`config.mk`:
```
export PLATFORM = sky130hd
export DESIGN_NAME = c8i_ctrl
export DESIGN_NICKNAME = d
export VERILOG_FILES = /design/src/rtl/c8i_pkg.sv /design/src/rtl/c8i_ctrl.sv
export SDC_FILE = /design/constraint.sdc
export NUM_CORES = 1
export LEC_CHECK = 0
export BUFFER_PORTS_ARGS = -buffer_cell sky130_fd_sc_hd__buf_2
export CAP_MARGIN = 5
export CORE_MARGIN = 1.5
export CORE_UTILIZATION = 46
export DETAILED_ROUTE_END_ITERATION = 10
export GPL_ROUTABILITY_DRIVEN = 0
export PLACE_DENSITY = 0.75
export SLEW_MARGIN = 0
export SYNTH_ARGS = -nofsm -noshare
export SYNTH_HDL_FRONTEND = slang
export SYNTH_SLANG_ARGS = --single-unit
```
`constraint.sdc`:
```
create_clock -name clk_i -period 4.9 [get_ports clk_i]
set_clock_uncertainty 0.15 [all_clocks]
set_input_delay 0.98 -clock clk_i [delete_from_list [all_inputs] [get_ports clk_i]]
set_output_delay 0.98 -clock clk_i [all_outputs]
set_load 0.01 [all_outputs]
```
`src/rtl/c8i_pkg.sv`:
```
`timescale 1ns / 1ps
package c8i_pkg;
  localparam int MemDepth = 4096;
  localparam int StackDepth = 16;
  localparam int ScreenWidth = 64;
  localparam int ScreenHeight = 32;
  localparam int AddrW = $clog2(MemDepth);
  localparam int SpW = $clog2(StackDepth);
  localparam int RowW = $clog2(ScreenHeight);
  localparam int ColW = $clog2(ScreenWidth);
  localparam logic [AddrW-1:0] PcResetVal = 12'h200;

  typedef enum logic [1:0] {
    OP_LOAD = 2'd0,
    OP_EXEC = 2'd1,
    OP_TICK = 2'd2,
    OP_ROW  = 2'd3
  } op_e;

  typedef enum logic [4:0] {
    S_IDLE, S_FETCH_HI, S_FETCH_LO, S_DECODE, S_CLEAR, S_RET_RD, S_RET_WAIT,
    S_SPR_RD, S_SPR_WAIT, S_SPR_PIX, S_SPR_DONE, S_BCD1, S_BCD2, S_BCD3,
    S_STORE, S_LOAD_RD, S_LOAD_WAIT, S_LOAD_WR, S_FINISH, S_OUT
  } state_e;

  typedef enum logic [3:0] {
    C_NONE, C_MEMWR, C_TICK, C_ROW, C_FETCH_HI, C_FETCH_LO, C_EXEC, C_CLEAR,
    C_RET_RD, C_RET_DO, C_SPR_RD, C_SPR_PIX, C_SPR_DONE, C_BCD, C_STORE, C_LOAD
  } cmd_e;

  typedef struct packed {
    cmd_e cmd;
    logic [1:0] sub;
    logic out_load;
  } ctrl_t;

  typedef struct packed {
    logic [3:0] kind;
    logic done;
  } stat_t;

  localparam logic [3:0] K_SIMPLE = 4'd0;
  localparam logic [3:0] K_CLEAR = 4'd1;
  localparam logic [3:0] K_RET = 4'd2;
  localparam logic [3:0] K_SPRITE = 4'd3;
  localparam logic [3:0] K_BCD = 4'd4;
  localparam logic [3:0] K_STORE = 4'd5;
  localparam logic [3:0] K_LOAD = 4'd6;
endpackage

```
`src/rtl/c8i_ctrl.sv`:
```
`timescale 1ns / 1ps
module c8i_ctrl (
  input  logic             clk_i,
  input  logic             rst_ni,
  input  logic             in_valid_i,
  output logic             in_stall_o,
  input  logic [1:0]       opcode_i,
  output logic             out_valid_o,
  input  logic             out_stall_i,
  input  c8i_pkg::stat_t   stat_i,
  output c8i_pkg::ctrl_t   ctrl_o
);
  c8i_pkg::state_e state_q, state_d;
  logic acc;

  assign acc = in_valid_i && !in_stall_o;
  assign in_stall_o = (state_q != c8i_pkg::S_IDLE);
  assign out_valid_o = (state_q == c8i_pkg::S_OUT);

  always_comb begin
    state_d = state_q;
    unique case (state_q)
      c8i_pkg::S_IDLE: begin
        if (acc) begin
          if (c8i_pkg::op_e'(opcode_i) == c8i_pkg::OP_EXEC) state_d = c8i_pkg::S_FETCH_HI;
          else state_d = c8i_pkg::S_OUT;
        end
      end
      c8i_pkg::S_FETCH_HI: state_d = c8i_pkg::S_FETCH_LO;
      c8i_pkg::S_FETCH_LO: state_d = c8i_pkg::S_DECODE;
      c8i_pkg::S_DECODE: begin
        unique case (stat_i.kind)
          c8i_pkg::K_CLEAR: state_d = c8i_pkg::S_CLEAR;
          c8i_pkg::K_RET: state_d = c8i_pkg::S_RET_RD;
          c8i_pkg::K_SPRITE: state_d = c8i_pkg::S_SPR_RD;
          c8i_pkg::K_BCD: state_d = c8i_pkg::S_BCD1;
          c8i_pkg::K_STORE: state_d = c8i_pkg::S_STORE;
          c8i_pkg::K_LOAD: state_d = c8i_pkg::S_LOAD_RD;
          default: state_d = c8i_pkg::S_FINISH;
        endcase
      end
      c8i_pkg::S_CLEAR: if (stat_i.done) state_d = c8i_pkg::S_FINISH;
      c8i_pkg::S_RET_RD: state_d = c8i_pkg::S_RET_WAIT;
      c8i_pkg::S_RET_WAIT: state_d = c8i_pkg::S_FINISH;
      c8i_pkg::S_SPR_RD: state_d = stat_i.done ? c8i_pkg::S_SPR_DONE : c8i_pkg::S_SPR_WAIT;
      c8i_pkg::S_SPR_WAIT: state_d = c8i_pkg::S_SPR_PIX;
      c8i_pkg::S_SPR_PIX: if (stat_i.done) state_d = c8i_pkg::S_SPR_RD;
      c8i_pkg::S_SPR_DONE: state_d = c8i_pkg::S_FINISH;
      c8i_pkg::S_BCD1: state_d = c8i_pkg::S_BCD2;
      c8i_pkg::S_BCD2: state_d = c8i_pkg::S_BCD3;
      c8i_pkg::S_BCD3: state_d = c8i_pkg::S_FINISH;
      c8i_pkg::S_STORE: if (stat_i.done) state_d = c8i_pkg::S_FINISH;
      c8i_pkg::S_LOAD_RD: state_d = c8i_pkg::S_LOAD_WAIT;
      c8i_pkg::S_LOAD_WAIT: state_d = c8i_pkg::S_LOAD_WR;
      c8i_pkg::S_LOAD_WR: state_d = stat_i.done ? c8i_pkg::S_FINISH : c8i_pkg::S_LOAD_RD;
      c8i_pkg::S_FINISH: state_d = c8i_pkg::S_OUT;
      c8i_pkg::S_OUT: if (!out_stall_i) state_d = c8i_pkg::S_IDLE;
      default: state_d = c8i_pkg::S_IDLE;
    endcase
  end

  always_comb begin
    ctrl_o = '0;
    ctrl_o.cmd = c8i_pkg::C_NONE;
    unique case (state_q)
      c8i_pkg::S_IDLE: begin
        if (acc) begin
          ctrl_o.out_load = 1'b1;
          unique case (c8i_pkg::op_e'(opcode_i))
            c8i_pkg::OP_LOAD: ctrl_o.cmd = c8i_pkg::C_MEMWR;
            c8i_pkg::OP_TICK: ctrl_o.cmd = c8i_pkg::C_TICK;
            c8i_pkg::OP_ROW: ctrl_o.cmd = c8i_pkg::C_ROW;
            default: ctrl_o.cmd = c8i_pkg::C_NONE;
          endcase
        end
      end
      c8i_pkg::S_FETCH_HI: ctrl_o.cmd = c8i_pkg::C_FETCH_HI;
      c8i_pkg::S_FETCH_LO: ctrl_o.cmd = c8i_pkg::C_FETCH_LO;
      c8i_pkg::S_DECODE: ctrl_o.cmd = c8i_pkg::C_EXEC;
      c8i_pkg::S_CLEAR: ctrl_o.cmd = c8i_pkg::C_CLEAR;
      c8i_pkg::S_RET_RD: ctrl_o.cmd = c8i_pkg::C_RET_RD;
      c8i_pkg::S_RET_WAIT: ctrl_o.cmd = c8i_pkg::C_RET_DO;
      c8i_pkg::S_SPR_RD: ctrl_o.cmd = c8i_pkg::C_SPR_RD;
      // keep the sprite address on the read port so the byte stays valid
      c8i_pkg::S_SPR_WAIT: ctrl_o.cmd = c8i_pkg::C_SPR_RD;
      c8i_pkg::S_SPR_PIX: ctrl_o.cmd = c8i_pkg::C_SPR_PIX;
      c8i_pkg::S_SPR_DONE: ctrl_o.cmd = c8i_pkg::C_SPR_DONE;
      c8i_pkg::S_BCD1: begin ctrl_o.cmd = c8i_pkg::C_BCD; ctrl_o.sub = 2'd0; end
      c8i_pkg::S_BCD2: begin ctrl_o.cmd = c8i_pkg::C_BCD; ctrl_o.sub = 2'd1; end
      c8i_pkg::S_BCD3: begin ctrl_o.cmd = c8i_pkg::C_BCD; ctrl_o.sub = 2'd2; end
      c8i_pkg::S_STORE: ctrl_o.cmd = c8i_pkg::C_STORE;
      c8i_pkg::S_LOAD_RD: ctrl_o.cmd = c8i_pkg::C_SPR_RD;
      c8i_pkg::S_LOAD_WAIT: ctrl_o.cmd = c8i_pkg::C_SPR_RD;
      c8i_pkg::S_LOAD_WR: ctrl_o.cmd = c8i_pkg::C_LOAD;
      default: ctrl_o.cmd = c8i_pkg::C_NONE;
    endcase
  end

  always_ff @(posedge clk_i or negedge rst_ni) begin
    if (!rst_ni) state_q <= c8i_pkg::S_IDLE;
    else state_q <= state_d;
  end

  a_out_hold: assert property (@(posedge clk_i) disable iff (!rst_ni)
    out_valid_o && out_stall_i |=> out_valid_o) else $error("result dropped");
  a_no_acc_busy: assert property (@(posedge clk_i) disable iff (!rst_ni)
    (state_q != c8i_pkg::S_IDLE) |-> !acc) else $error("accept while busy");
  a_fetch_seq: assert property (@(posedge clk_i) disable iff (!rst_ni)
    (state_q == c8i_pkg::S_FETCH_HI) |=> (state_q == c8i_pkg::S_FETCH_LO))
    else $error("fetch order");
endmodule

```
== Yosys cells after proc, flatten, opt, wreduce, memory -nomap -nowiden ==
Cells that the tools add are included.
Word-level totals
  register bits after elaboration: 5
Cells by class
  equal/unequal tests: 32
  multiplexer cells: 15
  reduce and logical (&&, ||, !) cells: 10
Operators by type and width (number)
  $pmux W5 S17: 1
  $pmux W4 S13: 1
  $eq A5 B4 Y1 const B: 8
  $mux W5: 6
  $pmux W5 S6: 1
  $eq A5 B3 Y1 const B: 4
  $eq A5 B5 Y1 const B: 4
  $eq A4 B3 Y1 const B: 3
  $eq A5 B2 Y1 const B: 2
  $eq A4 B2 Y1 const B: 2
  $ne A2 B2 Y1 const B: 3
  $pmux W2 S3: 1
  $reduce_or A3 Y1: 2
  $eq A5 B1 Y1 const B: 1
  $logic_not A5 Y1: 1
  $reduce_bool A5 Y1: 1
  $eq A2 B2 Y1 const B: 2
  $eq A4 B1 Y1 const B: 1
  $mux W4: 1
  $pmux W2 S2: 1
  $reduce_and A4 Y1: 1
  $reduce_or A4 Y1: 1
  $eq A2 B1 Y1 const B: 1
  $logic_not A2 Y1: 1
  other kinds (6): 7

== Longest topological paths before layout ==
Gate-level depths: netlist (run 1).
  depth after elaboration: 5
  depth in mapped cells: 7
  gate-level depth less buffers: 7

== Worst setup path before layout (run 1) ==
Ideal clock, no wire load.
  path type: input -> output
  start point: in opcode_i[0]
  end point: out ctrl_o[4] (netlist bit)
  setup slack: 2004 ps
  data arrival time: 1766 ps
  stages: 4
  path buffers: 0
  path through: inv_1 ha_1 o21ai_0 or3b_2
RTL lines
  from (decl): RTL line c8i_ctrl.sv:7  | input logic [1:0] opcode_i,
  to (decl): RTL line c8i_ctrl.sv:11  | output c8i_pkg::ctrl_t ctrl_o

==> results of run 1 <==
-- Yosys cell counts (2+ instances only) --
| cell type | instances | area [um^2] |
|---|---|---|
| a211o_1 | 2 | 17.5 |
| nand2b_1 | 2 | 12.5 |
| nand2_1 | 10 | 37.5 |
| a31oi_1 | 2 | 12.5 |
| ha_1 | 3 | 37.5 |
| and2_1 | 2 | 12.5 |
| nor3b_1 | 2 | 15.0 |
| nor2b_1 | 2 | 12.5 |
| o21ai_0 | 4 | 20.0 |
| nand3_1 | 2 | 10.0 |
| dfrtp_1 | 5 | 125 |
| and3_1 | 2 | 12.5 |
| a211oi_1 | 2 | 15.0 |
| xor2_1 | 2 | 17.5 |
| buf_2 | 7 | 35.0 |
| mux2_4 | 2 | 30.0 |
| nor3_1 | 5 | 25.0 |
| o32a_1 | 2 | 20.0 |
| a21oi_1 | 4 | 20.0 |
| buf_6 | 2 | 22.5 |
| inv_1 | 6 | 22.5 |
| nor2_1 | 11 | 41.3 |
| o31ai_1 | 2 | 15.0 |
| o32ai_1 | 2 | 17.5 |
-- area by class of cell --
cell class | instances | area [um^2] | area share
multi-input cells | 91 | 667 | 0.687
flip-flops and latches | 5 | 125 | 0.129
repair buffers | 19 | 95.1 | 0.0979
well taps | 25 | 31.3 | 0.0322
clock buffers | 4 | 26.3 | 0.0271
inverters | 7 | 26.3 | 0.0271
-- per-stage QoR --
step | hold slack, ns | power, mW
after floorplan | 0.534 | 0.523
after global placement | 0.641 | 0.587
after detailed placement | 0.649 | 0.588
after CTS | 0.384 | 0.641
after global routing | 0.387 | 0.699
final | 0.388 | 0.641
-- where the power goes --
group	total, mW	switching, mW	leakage (nW)	internal (mW)
clock	0.0489	0.0181	0.0150	0.0309
sequential	0.184	0.123	0.0622	0.0604
combinational	0.408	0.184	0.347	0.223
-- path summary, 6_finish.rpt --
| check | startpoint | to | slack [ns] | cells after the start |
|---|---|---|---|---|
| setup / recovery | state_q[0]$_DFFE_PN0P_ | ctrl_o[4] | 1.53 | 5 |
| hold / removal | rst_ni | state_q[3]$_DFFE_PN0P_ | 0.39 | 1 |
| setup reg to reg | state_q[3]$_DFFE_PN0P_ | state_q[0]$_DFFE_PN0P_ | 2.48 | 5 |
| hold reg to reg | state_q[4]$_DFFE_PN0P_ | state_q[3]$_DFFE_PN0P_ | 0.78 | 2 |
| max in group asynchronous | rst_ni | state_q[2]$_DFFE_PN0P_ | 4.08 | 1 |
| min in group clk_i | state_q[4]$_DFFE_PN0P_ | state_q[3]$_DFFE_PN0P_ | 0.78 | 2 |
-- worst reg2reg max path: cells and delay by family, from the launching register on --
| kind | cells | cell delay (ns) |
|---|---|---|
| xor+xnor | 1 | 0.14 |
| compound gates | 2 | 0.31 |
| flops | 1 | 0.93 |
| mux | 1 | 0.33 |
| simple gates | 1 | 0.43 |
-- layer usage --
layer / vias to the layer above / GRT usage
met5: - / 0
met1: 402 / 0.262
met3: 2 / 0.0231
met2: 46 / 0.342
met4: 0 / 0.0611
li1: 448 / -
-- cell families after synthesis --
kind of cell               synth area share
and+or+nand+nor                       0.323
AOI/OAI and AO/OA                     0.312
buffers and inverters                 0.107
DFF                                   0.141
xor gates and xnor gates             0.0296
muxes                                0.0451
adders and majority gates            0.0423
==> flow_summary.ini, run 1 <==
[sta]
timing.slew.headroom = 0.392
tns_ns = 0
period_needed_ns = 3.37
worst-slew-pin-transition_ns = 0.911
rsz0062_at_grt = no
hold_violations = 0
post-route-period-util = 0.687
finalWorstSetupSlack_ns = 1.53
setup_viol = 0
drv_slew = 0
max_freq_mhz = 297

[floorplanning]
die_h_um = 46.9
die-area_um2 = 2200
ios = 20
start_util = 0.503
row_count = 15
core_um2 = 1760
die_x_um = 46.9

[placed_design]
dp.cells = 147
pre_cts_slack_ns = 1.75
dp_hpwl_um = 1380
port_buffers = 19
dpl_cell_area_um2 = 945

[route]
route.met3.wl_um = 149
postRouteAntennaNets = 0
dr_wl_met2_um = 931
top_layer_used = met4
viasPerCell = 5.95
dr.pass1.iters = 4
wl_met1_um = 878
first_iter_violations = 20
vias = 898
routedWlPerCell_um = 13.0
drc = 0
drt_wl_total_um = 1970

[clock_tree]
cts_made_buffers = 3
cts.path.max_buffers = 2
clockRootBuffer = clkbuf_4
clk_pin_slew_ns = 0.04
post-cts-setup-buffers = 0
h-tree-depth = 1
cts_resized = 0
clock_latency_ns = 0.25
postCtsHoldBufs = 0
cts_tree = done
clock-sinks = 5

[grt]
antenna_found_initial = 0
grt_pass1_vias = 764
grt_pass1_wl_um = 3220
grt_usage = 0.200
overflow = 0
grt_start_max_net_pins = 28

[flow_run]
cap_violations = 0

[outcome]
status = completed

[setup_path]
crit_path_top_delay_cell = dfrtp_1
crit_path_end_kind = output pin
crit_type = reg2out
crit_family = flip-flops
worstPathArrival_ns = 2.24
slowest_delay_ns = 0.83
cp_num_buf_inv = 1
crit_path_max_fanout = 24
cp_cell_sequence = nor2_1 -> a211oi_1 -> a311oi_1 -> or3b_2 -> buf_2
start_kind = flip-flop
worst_ep_required_time_ns = 3.77

[final_layout]
largest_register_ffs = 5
design_area_um2 = 971
area_growth_pct = 9.45
fin_util = 0.550
final_cell_mix = 19 x buf_2, 11 x nor2_1, 10 x nand2_1, 6 x inv_1
fin_nets = 141
top_regs = state_q x5
regMostFlops = state_q
layout.cells.non_filler = 151
antenna_cells = 0
fillCellCount = 210
final_common_cell = buf_2
drive_above_1_share = 0.270

[synth]
syn-cell-area_um2 = 887
yosys_most_used_dff = dfrtp_1
synthCells = 114
synth_cell_type_count = 53
synth_nets = 128
avgSynthCellArea_um2 = 7.78
yosysSeqAreaShare = 0.141
async_flop_share = 1.00
synth_edf_count = 0
yosysWarningCount = 0
synth_seq_cells = 5

[power_and_ir_drop]
vdd_drop_max_uv = 421
power_density_nw_per_um2 = 660
leakage_nw = 0.424

[worst_hold_path]
hp-class = in2async
Note: power is estimated with default switching activity, not from simulation.
==> run 2, diff against run 1 <==
Clock period 4.9 ns to 3.49 ns, I/O delays scaled along.
==> run 2 against run 1 <==
Effect of this change: combinational power up 66%; critical path depth up 1; power up 45%; count of clock-buffer cells in the layout unchanged; hold slack worse by 0.28 ns; non-clock buffer count up 3; worst setup slack worse by 1.0 ns; sequential share of layout area down 0.29 points; utilization up 1.3 points; sequential power about the same; register-to-register slack worse by 1.3 ns; critical path type unchanged; highest routed layer is now met3.
==> flow_summary.ini, run 2 (synthesis gave the netlist of run 1 again) <==
[outcome]
status = completed

[clock_tree]
cts_made_buffers = 3
clock_latency_ns = 0.25
clock-sinks = 5
clk_pin_slew_ns = 0.04
cts.path.max_buffers = 2
clockRootBuffer = clkbuf_4
cts_tree = done
postCtsHoldBufs = 0
h-tree-depth = 1
post-cts-setup-buffers = 0
cts_resized = 0

[final_layout]
design_area_um2 = 993
top_regs = state_q x5
final_cell_mix = 19 x buf_2, 11 x nor2_1, 10 x nand2_1, 6 x inv_1
largest_register_ffs = 5
multi_input_area_um2 = 667
regMostFlops = state_q
layout.cells.non_filler = 154
fin_nets = 144
fillCellCount = 190
final_common_cell = buf_2
antenna_cells = 0
area_growth_pct = 12.0
drive_above_1_share = 0.287
seqCellArea_um2 = 125

[placed_design]
pre_cts_slack_ns = 0.774
port_buffers = 19
dpl_cell_area_um2 = 967
dp.cells = 150
dp_hpwl_um = 1530

[route]
routedWlPerCell_um = 13.3
drc = 0
postRouteAntennaNets = 0
first_iter_violations = 35
dr.pass1.iters = 4
viasPerCell = 5.92
dr_wl_met2_um = 989
top_layer_used = met3
vias = 912
wl_met1_um = 942
route.met3.wl_um = 117
drt_wl_total_um = 2050

[power_and_ir_drop]
pwr-share-seq = 0.199
power_density_nw_per_um2 = 938
vdd_drop_max_uv = 626
p_switching_mw = 0.469
p_comb_frac = 0.727
p_int_mw = 0.463
power_frac_clock = 0.074
leakage_nw = 0.440
swShare = 0.503

[setup_path]
start_kind = flip-flop
reg2reg_slack_ns = 1.17
crit_path_max_fanout = 21
rr_startpoint = state_q[3]$_DFFE_PN0P_
r2r_end = state_q[0]$_DFFE_PN0P_
worstPathArrival_ns = 2.13
crit_path_end_kind = output pin
ff2ff_path_depth = 6
crit_type = reg2out
worst_ep_required_time_ns = 2.64

[sta]
rsz0062_at_grt = no
max_freq_mhz = 336
timing.slew.headroom = 0.580
holdWs_ns = 0.108
period_needed_ns = 2.98
tns_ns = 0
finalWorstSetupSlack_ns = 0.510
hold_violations = 0
worst-slew-pin-transition_ns = 0.630
post-route-period-util = 0.854
setup_viol = 0
drv_slew = 0

[floorplanning]
ios = 20
die-area_um2 = 2200
start_util = 0.503
core_um2 = 1760
die_h_um = 46.9
die_x_um = 46.9
row_count = 15

[grt]
grt_start_max_net_pins = 22
grt_pass1_vias = 737
overflow = 0
grt_usage = 0.215
grt_pass1_wl_um = 3370
antenna_found_initial = 0

[worst_hold_path]
hp-class = in2async

[flow_run]
cap_violations = 0
==> run 2: layout make-up <==
class,count,share of cell area
inverter,7,0.0264
timing repair buffer,22,0.118
tap,25,0.0315
multi-input combinational,91,0.671
clock buffer,4,0.0264
sequential,5,0.126
==> run 2: metrics by stage <==
stage | util | total power [mW]
floorplan | - | 0.734
global placement | 0.548 | 0.850
detailed placement | 0.548 | 0.858
CTS | 0.563 | 0.934
global route | 0.563 | 1.01
finish | 0.563 | 0.932
==> run 2: worst max-delay path: stages, from the launching register on <==
cell and delay, ns:
dfrtp_1 0.72, or2_4 0.26, nor4_4 0.04, and2_1 0.21, o21ai_0 0.06, or3b_2 0.44
buf_2 0.15
==> run 2: power by group through the flow <==
stage          Clock, mW  Combinational, mW  Sequential, mW
2_1_floorplan          0              0.628           0.106
3_3_place_gp           0              0.666           0.184
3_5_place_dp           0              0.674           0.184
4_1_cts           0.0718              0.678           0.184
5_1_grt           0.0777              0.741           0.196
6_report          0.0689              0.677           0.185
==> run 2: worst max path at each step <==
| stage | start | end | slack [ns] | cells past startpoint |
|---|---|---|---|---|
| 6_report | state_q[1]$_DFFE_PN0P_ | ctrl_o[4] | 0.51 | 6 |
| 5_1_grt | state_q[1]$_DFFE_PN0P_ | ctrl_o[4] | 0.33 | 5 |
| 4_1_cts | state_q[1]$_DFFE_PN0P_ | ctrl_o[4] | 0.50 | 6 |
| 3_5_place_dp | state_q[1]$_DFFE_PN0P_ | ctrl_o[4] | 0.77 | 6 |
| 3_3_place_gp | state_q[1]$_DFFE_PN0P_ | ctrl_o[4] | 0.82 | 6 |
| 2_1_floorplan | opcode_i[0] | ctrl_o[4] | 1.16 | 4 |
==> run 2: per-layer routing <==
layer	global-route usage	vias up
li1	-	454
met1	0.306	425
met2	0.332	33
met3	0.0577	0
met4	0.0333	0
met5	0	-
==> run 3, diff against run 2 <==
Settings changed: ABC_AREA set to 1, PLACE_DENSITY 0.75 to 0.76.
==> run 3 against run 2 <==
Effect of this change: sequential power down 34%; synthesized area down 14%; maximum frequency up 17%; critical path depth up 1; largest power group unchanged; highest routed layer is now met4.
==> flow_summary.ini, run 3 <==
[setup_path]
start_kind = flip-flop
reg2reg_slack_ns = 1.83
r2r_end = state_q[0]$_DFFE_PN0P_
ff2ff_path_depth = 9
crit_type = reg2out
worstPathArrival_ns = 1.69
worst_ep_required_time_ns = 2.64
crit_path_max_fanout = 7
rr_startpoint = state_q[3]$_DFFE_PN0P_
crit_path_end_kind = output pin

[clock_tree]
postCtsHoldBufs = 0
cts.path.max_buffers = 2
clock_latency_ns = 0.24
h-tree-depth = 1
clk_pin_slew_ns = 0.05
cts_tree = done
post-cts-setup-buffers = 0
cts_made_buffers = 3
clock-sinks = 5
cts_resized = 0
clockRootBuffer = clkbuf_4

[power_and_ir_drop]
vdd_drop_max_uv = 524
power_density_nw_per_um2 = 715
leakage_nw = 0.555

[synth]
synth_edf_count = 0
yosysSeqAreaShare = 0.164
synthCells = 142
yosys_most_used_dff = dfrtp_1
yosysMostFrequentCell = nand2_1
synth.largest_area_cell = nand2_1
synth.area.top_cells = nand2_1 23%, dfrtp_1 16%, nor2_1 11%
synth_seq_cells = 5
synth_nets = 156
synth_cell_type_count = 22
netlist.area_leader.share = 0.231
avgSynthCellArea_um2 = 5.37
async_flop_share = 1.00
synthTopCellsByCount = 47 x nand2_1, 23 x nor2_1, 18 x inv_1
yosysWarningCount = 0
syn-cell-area_um2 = 763

[sta]
hold_violations = 0
worst-slew-pin-transition_ns = 0.316
setup_viol = 0
rsz0062_at_grt = no
max_freq_mhz = 394
tns_ns = 0
timing.slew.headroom = 0.789
period_needed_ns = 2.54
post-route-period-util = 0.728
drv_slew = 0

[floorplanning]
row_count = 14
die-area_um2 = 1910
die_x_um = 43.7
ios = 20
start_util = 0.501
core_um2 = 1520
die_h_um = 43.7

[final_layout]
final_cell_mix = 47 x nand2_1, 23 x nor2_1, 19 x buf_2, 18 x inv_1, 13 x nand3_1
regMostFlops = state_q
fin_nets = 179
fin_util = 0.589
top_regs = state_q x5
final_common_cell = nand2_1
drive_above_1_share = 0.195
fillCellCount = 145
antenna_cells = 0
largest_register_ffs = 5
area_growth_pct = 17.5

[route]
viasPerCell = 5.41
first_iter_violations = 26
vias = 973
postRouteAntennaNets = 0
dr.pass1.iters = 5
drt_wl_total_um = 1900
routedWlPerCell_um = 10.6
drc = 0

[placed_design]
port_buffers = 19
dp_hpwl_um = 1640

[grt]
antenna_found_initial = 0
grt_pass1_vias = 859
grt_usage = 0.223
grt_pass1_wl_um = 3260
overflow = 0
grt_start_max_net_pins = 12

[outcome]
status = completed

[worst_hold_path]
hp-class = in2async

[flow_run]
cap_violations = 0
[run 3: worst max-delay path by stage]
| stage | from | end | slack (ns) |
|---|---|---|---|
| 3_3_place_gp | opcode_i[0] | ctrl_o[3] | 1.14 |
| 2_1_floorplan | state_q[1]$_DFFE_PN0P_ | ctrl_o[4] | 1.26 |
| 5_1_grt | state_q[0]$_DFFE_PN0P_ | ctrl_o[5] | 0.80 |
| 6_report | state_q[0]$_DFFE_PN0P_ | ctrl_o[5] | 0.95 |
| 3_5_place_dp | opcode_i[0] | ctrl_o[3] | 1.13 |
| 4_1_cts | state_q[0]$_DFFE_PN0P_ | ctrl_o[5] | 0.97 |
[run 3: stage by stage]
stage / power [mW] / instances / setup WS, ns / cell area (um^2) / hold slack, ns
floorplan: 0.452 / 142 / 1.26 / 763 / 0.252
global placement: 0.567 / 176 / 1.14 / 871 / 0.363
detailed placement: 0.575 / 176 / 1.13 / 871 / 0.364
CTS: 0.642 / 180 / 0.974 / 897 / 0.105
global route: 0.709 / 180 / 0.799 / 897 / 0.107
finish: 0.642 / 180 / 0.949 / 897 / 0.109
[run 3: worst max-delay path: stages, from the launching register on]
cell and delay (ns):
dfrtp_1 0.45, nand2_1 0.24, inv_1 0.09, nand2_1 0.13
o21ai_0 0.13, nor2_1 0.16, nand4_1 0.11, buf_2 0.15
[run 3: report_power, final]
part | switching (mW) | internal [mW]
clock network | 0.0227 | 0.0431
registers | 0.0394 | 0.0829
logic | 0.293 | 0.161
[run 3: kinds of logic (layout without fill, tap and decap cells)]
| kind of cell | after synthesis | after routing | share of synthesized area |
|---|---|---|---|
| adders and majority gates | 3 | 3 | 0.0492 |
| AOI/OAI and AO/OA | 11 | 11 | 0.0869 |
| buffers and inverters | 22 | 44 | 0.113 |
| and+or+nand+nor | 101 | 101 | 0.587 |
| DFF | 5 | 5 | 0.164 |
[run 3: per-layer routing]
layer	vias up	global-route usage	part of all wire
met5	-	0	0
li1	509	-	-
met4	0	0.0606	0.0042
met2	37	0.385	0.50
met1	425	0.272	0.42
met3	2	0.0583	0.071
[run 3: final cells by class]
cell class,instances,area [um^2],area share
Multi-Input combinational cell,115,552,0.615
Sequential cell,5,125,0.139
Timing Repair Buffer,19,95.1,0.106
Inverter,21,78.8,0.0879
Clock buffer,4,26.3,0.0293
Tap cell,16,20.0,0.0223
